===== src/rtl/cfc_pkg.sv =====
// ----------------------------------------------------------------------------
// cfc_pkg: shared constants and types for the causal FIR convolution core
// Field widths, word layouts, action codes and the cell control bundle.
// ----------------------------------------------------------------------------
package cfc_pkg;

    localparam int DEF_MAX_TAPS = 16;

    localparam int TAP_COUNT_W  = 5;
    localparam int COEF_IDX_W   = 4;
    localparam int SAMPLE_W     = 16;
    localparam int PROD_W       = 2 * SAMPLE_W;
    localparam int OUT_W        = 38;

    localparam int S_TDATA_W    = 40;
    localparam int S_TUSER_W    = 2;
    localparam int M_TDATA_W    = 40;

    localparam logic [TAP_COUNT_W-1:0] TAP_COUNT_RESET = TAP_COUNT_W'(16);

    localparam logic ACTION_COEF   = 1'b0;
    localparam logic ACTION_SAMPLE = 1'b1;

    localparam longint OUT_MAX = 64'sd137438953471;
    localparam longint OUT_MIN = -64'sd137438953472;

    typedef struct packed {
        logic                       shift_en;
        logic signed [SAMPLE_W-1:0] coef_value;
    } cell_ctrl_t;

endpackage


===== src/rtl/cfc_cell.sv =====
// ----------------------------------------------------------------------------
// cfc_cell: one tap of the FIR chain
// Holds one delayed sample and one coefficient, forms their product and, when
// the tap is active, adds it to the partial sum handed in by the previous cell.
// ----------------------------------------------------------------------------
module cfc_cell #(
    parameter int ACC_W = 36
) (
    input  logic                               clk,
    input  logic                               rst_n,
    input  cfc_pkg::cell_ctrl_t                ctrl,
    input  logic                               coef_we,
    input  logic                               tap_active,
    input  logic signed [cfc_pkg::SAMPLE_W-1:0] sample_in,
    output logic signed [cfc_pkg::SAMPLE_W-1:0] sample_out,
    input  logic signed [ACC_W-1:0]            sum_in,
    output logic signed [ACC_W-1:0]            sum_out
);
    import cfc_pkg::*;

    logic signed [SAMPLE_W-1:0] hist_reg;
    logic signed [SAMPLE_W-1:0] coef_reg;
    logic signed [PROD_W-1:0]   prod_reg;
    logic signed [ACC_W-1:0]    sum_reg;
    logic signed [ACC_W-1:0]    prod_ext;
    logic signed [ACC_W-1:0]    sum_next;

    always_ff @(posedge clk or negedge rst_n)
    begin
        if (!rst_n)
        begin
            hist_reg <= '0;
            coef_reg <= '0;
        end
        else
        begin
            if (ctrl.shift_en)
            begin
                hist_reg <= sample_in;
            end
            if (coef_we)
            begin
                coef_reg <= ctrl.coef_value;
            end
        end
    end

    always_comb
    begin
        prod_ext = ACC_W'(prod_reg);
        sum_next = tap_active ? (sum_in + prod_ext) : sum_in;
    end

    always_ff @(posedge clk)
    begin
        prod_reg <= hist_reg * coef_reg;
        sum_reg  <= sum_next;
    end

    assign sample_out = hist_reg;
    assign sum_out    = sum_reg;

endmodule


===== config.mk =====
export PLATFORM = sky130hd
export DESIGN_NAME = cfc_cell
export DESIGN_NICKNAME = d
export VERILOG_FILES = /design/src/rtl/cfc_pkg.sv /design/src/rtl/cfc_cell.sv
export SDC_FILE = /design/constraint.sdc
export NUM_CORES = 1
export LEC_CHECK = 0
export BUFFER_PORTS_ARGS = -buffer_cell sky130_fd_sc_hd__buf_2
export CORE_MARGIN = 5
export CORE_UTILIZATION = 50
export CTS_BUF_LIST = sky130_fd_sc_hd__clkbuf_8
export CTS_CLUSTER_DIAMETER = 60
export DETAILED_ROUTE_END_ITERATION = 10
export GPL_TIMING_DRIVEN = 1
export PLACE_DENSITY = 0.74
export SLEW_MARGIN = 20
export SYNTH_ARGS = -nofsm -noshare
export SYNTH_HDL_FRONTEND = slang
export SYNTH_SLANG_ARGS = --single-unit
export TNS_END_PERCENT = 20

===== constraint.sdc =====
create_clock -name clk -period 5.5 [get_ports clk]
set_input_delay 0.55 -clock clk [delete_from_list [all_inputs] [get_ports clk]]
set_output_delay 0.55 -clock clk [all_outputs]
set_load 0.05 [all_outputs]

* Word level (Yosys, flattened, before mapping)
Index checks and enable logic that the tools add are counted.
** Storage, ports and cells
- Logic and storage cells :: 7
- Bits of input ports :: 73
- Output and inout bits :: 52
- Register bits after elaboration :: 100
** Operators by class
- $mul :: 1
- Mux-type cells :: 1
- Add/sub/neg operators :: 1
** Operators with widths (count)
- 36-bit by 32-bit adder with 36-bit output :: 1
- 36-bit two-way mux :: 1
- 16-bit by 16-bit multiplier with 32-bit output :: 1

* Logic depth before layout (Yosys ltp)
- Depth in word-level cells :: 2
- Mapped depth :: 26
- Gate-level depth less buffers :: 24

* Worst setup path before layout
OpenSTA, ideal clock, no wires.
- Path kind :: flip-flop to flip-flop
- Start point :: register hist_reg[15] (netlist: sample_out[15])
- End point :: register prod_reg[31]
- Stages on the path, launching flop included :: 21
- Buffers on the path :: 1
- Required time :: 5379 ps
- Period minus slack after synthesis :: 6335 ps
- Data arrival time :: 6215 ps
- Setup time :: 121 ps
- Setup slack :: -835 ps
- Cell sequence :: dfrtp_1 -> clkbuf_1 -> nand2_1 -> inv_1 -> fa_1 -> fa_1 -> fa_1 -> fa_1 -> fa_1 -> inv_1 -> fa_1 -> inv_1 -> ha_1 -> a21o_1 -> a21o_1 -> a21o_1 -> a211oi_1 -> o21ai_0 -> a31o_2 -> a21o_1 -> xnor2_1
** Between the ends
- Cells in the longest elaborated chain, start to end :: 1
** RTL lines
- start: declaration :: RTL line cfc_cell.sv:21 : logic signed [SAMPLE_W-1:0] hist_reg;
- start signal: assignment :: RTL line cfc_cell.sv:39 : hist_reg <= sample_in;
- 16-bit by 16-bit multiplier with 32-bit output :: RTL line cfc_cell.sv:56 : prod_reg <= hist_reg * coef_reg;
- end signal: assignment :: RTL line cfc_cell.sv:56
- end: declaration :: RTL line cfc_cell.sv:23 : logic signed [PROD_W-1:0] prod_reg;
No other way between the ends.
A chain may end at the register's enable or synchronous reset.

* Final worst setup path
Same ends and word-level chain as after synthesis.

==> results.json <==
{
  "crit_path_start": "sample_out[15]",
  "route.detailed.wl_per_inst_um": 16.1,
  "clkTransAtPathRegs_ps": 130,
  "postSynth.asyncResetShare_pct": 32.0,
  "dp_worst_setup_slack_ps": -284,
  "wire_length_of_the_first_global_routing_pass_mm": 59.5,
  "die-area_mm2": 0.0329,
  "fin_util_pct": 61.2,
  "setup.worst_path.start_class": "flip-flop",
  "largest_register_ff_count": 36,
  "synth_area_mm2": 0.0147,
  "number_of_diodes_added_for_antenna_fixing": 0,
  "h-tree-depth": 3,
  "dieHeight_um": 181,
  "prevailing_post_synth_register_cell": "dfxtp_1",
  "coreArea_mm2": 0.0289,
  "clock-skew-final_ps": 29.1,
  "place_congestion": 0.968,
  "grt_util_all_layers_pct": 21.8,
  "placedInstanceArea_mm2": 0.0169,
  "mappedNetlistNets": 1995,
  "antenna_found_initial": 0,
  "achievable-frequency_mhz": 173,
  "grt_max_degree": 49,
  "vias": 11300,
  "synth-seq-cells": 100,
  "synth-warning-count": 0,
  "number_of_different_library_cells_in_the_post_synthesis_netlist": 68,
  "width_of_the_chip_um": 181,
  "count_of_final_hold_check_violations": 0,
  "syn_avg_cell_area_um2": 9.54,
  "routed-wl-met3_mm": 1.79,
  "remaining_drc_errors": 0,
  "starting_utilization_of_the_core_area_pct": 51.0,
  "cts_buffers": 9,
  "cp-end-kind": "flip-flop",
  "numPortBuffers": 124,
  "clock_tree_from_tritoncts": "built",
  "detailroute.wirelength.met2_mm": 17.3,
  "violations_in_the_final_reports": "setup timing",
  "setup_repair_after_global_routing_missed_its_margin": "yes",
  "final_period_minus_worst_setup_slack_ps": 5770,
  "tightest_slew_ps": 963,
  "final.period_utilization_pct": 105,
  "worst-setup-path-type": "flip-flop to flip-flop",
  "cts_hold_buf": 0,
  "drt_iter0_drc": 547,
  "flow.area_growth_from_synthesis_pct": 20.1,
  "synthCells": 1542,
  "dp.final_hpwl_mm": 29.4,
  "gr-total-overflow": 0,
  "ff_to_ff_start": "sample_out[15]",
  "route.top_layer_used": "met4",
  "required_ps": 5790,
  "cts_sinks": 100,
  "finish.net_count": 2263,
  "max-slew-margin-rel_pct": 35.8,
  "clock_path_buffers": 2,
  "yosysSeqAreaShare_pct": 14.7,
  "hold_path_class": "primary input to async pin",
  "final-max-slew-violation-count": 0,
  "final_area_mm2": 0.0177,
  "root_buffer": "clkbuf_8",
  "worst_skew_pair.late_latency_ps": 410,
  "antenna_violating_nets_post_route": 0,
  "layout.cells.most_common_list": "inv_1, fa_1, buf_4",
  "worst-r2r-setup-slack_ps": -270,
  "cp.arrival_ps": 6060,
  "wl_mm": 35.5,
  "final.setup.worst_slack_ps": -272,
  "ff2ff_path_depth": 20,
  "layout.cells.most_common": "inv_1",
  "via_count_of_the_first_global_routing_pass": 12000,
  "proportion_of_layout_cells_with_a_drive_suffix_above_1_pct": 26.9,
  "boundaryPins": 125,
  "drt-met1-wl_mm": 15.7,
  "status": "finished, violations left",
  "placement_rows": 62,
  "vias_per_cell": 5.12,
  "drt_pre_antenna_iters": 5,
  "drv.max_cap_violation_count": 0,
  "final-setup-viol-count": 11,
  "critPathMaxFanout": 4,
  "synth_edf_count": 0
}
==> what timing repair did <==
item                                    in CTS  in global routing
endpoints found under the setup margin      16                 17
resized for setup                           35                 48
pin swaps                                   33                 43
setup buffers                               16                 14
==> per-layer routing <==
layer	global-route usage, %	up-vias
li1	-	5323
met1	29.9	5590
met2	37.2	304
met3	3.04	41
met4	4.32	0
met5	0	-
==> Yosys cell counts, types with 7 or more instances <==
master,number,area [um^2]
fa_1,263,5270
nor2_1,49,184
dfrtp_1,32,801
xnor2_1,47,412
mux2_2,56,631
inv_1,322,1210
a21o_1,35,263
nor2b_1,7,43.8
dfxtp_1,68,1360
o21a_1,13,97.6
o21ai_0,29,145
ha_1,117,1460
nand3_1,12,60.1
a21oi_1,50,250
and2_1,124,776
a31oi_1,7,43.8
nand2b_1,9,56.3
nor3_1,10,50.1
nand2_1,149,559
xor2_1,13,114
clkbuf_1,40,150
==> through the flow <==
stage                     hold slack, ps  std cells  TNS, ps
after CTS                            192       2185    -1460
final                                175       2199    -1210
after global placement               553       2153    -1220
after floorplan                      254       1542    -2080
after detailed placement             571       2153    -2320
after global routing                 220       2199    -4170
==> cell families after synthesis <==
family / count (synthesis) / share of synthesized area [%]
simple gates: 389 / 13.2
mux: 56 / 4.29
buf+inv: 369 / 9.72
fa+ha+maj: 380 / 45.8
flops: 100 / 14.7
compound gates: 188 / 8.78
xor+xnor: 60 / 3.57
==> critical path, stage by stage, from the launching register on <==
cell	delay [ps]
dfrtp_2	470
buf_12	140
and2_4	150
fa_2	620
buf_6	120
fa_2	480
fa_1	540
fa_1	430
fa_1	510
inv_2	40
fa_1	490
inv_2	50
ha_4	230
a21o_1	150
a21o_1	150
a21o_1	210
a211oi_2	270
o21ai_2	90
a31o_2	210
a21o_1	160
xnor2_1	110
==> final cells by class <==
| cell class | count | area [um^2] |
|---|---|---|
| timing repair buffer | 304 | 2130 |
| tap | 384 | 480 |
| inverter | 322 | 1210 |
| clock buffer | 9 | 124 |
| multi-input combinational | 1073 | 11500 |
| sequential | 100 | 2190 |
| clock inverter | 7 | 67.6 |
| fill | 2411 | 11200 |
==> path summary, 6_finish.rpt <==
kind,end
worst min-delay path,sample_out[4]
min in group clk,sum_out[35]
worst max register to register,prod_reg[31]
max in group asynchronous,coef_reg[11]
worst min register to register,sum_out[0]
worst max-delay path,prod_reg[31]
Power is left out: the tool's default activity adds up to more than one toggle a clock period on the data nets, which glitch-free logic cannot reach.
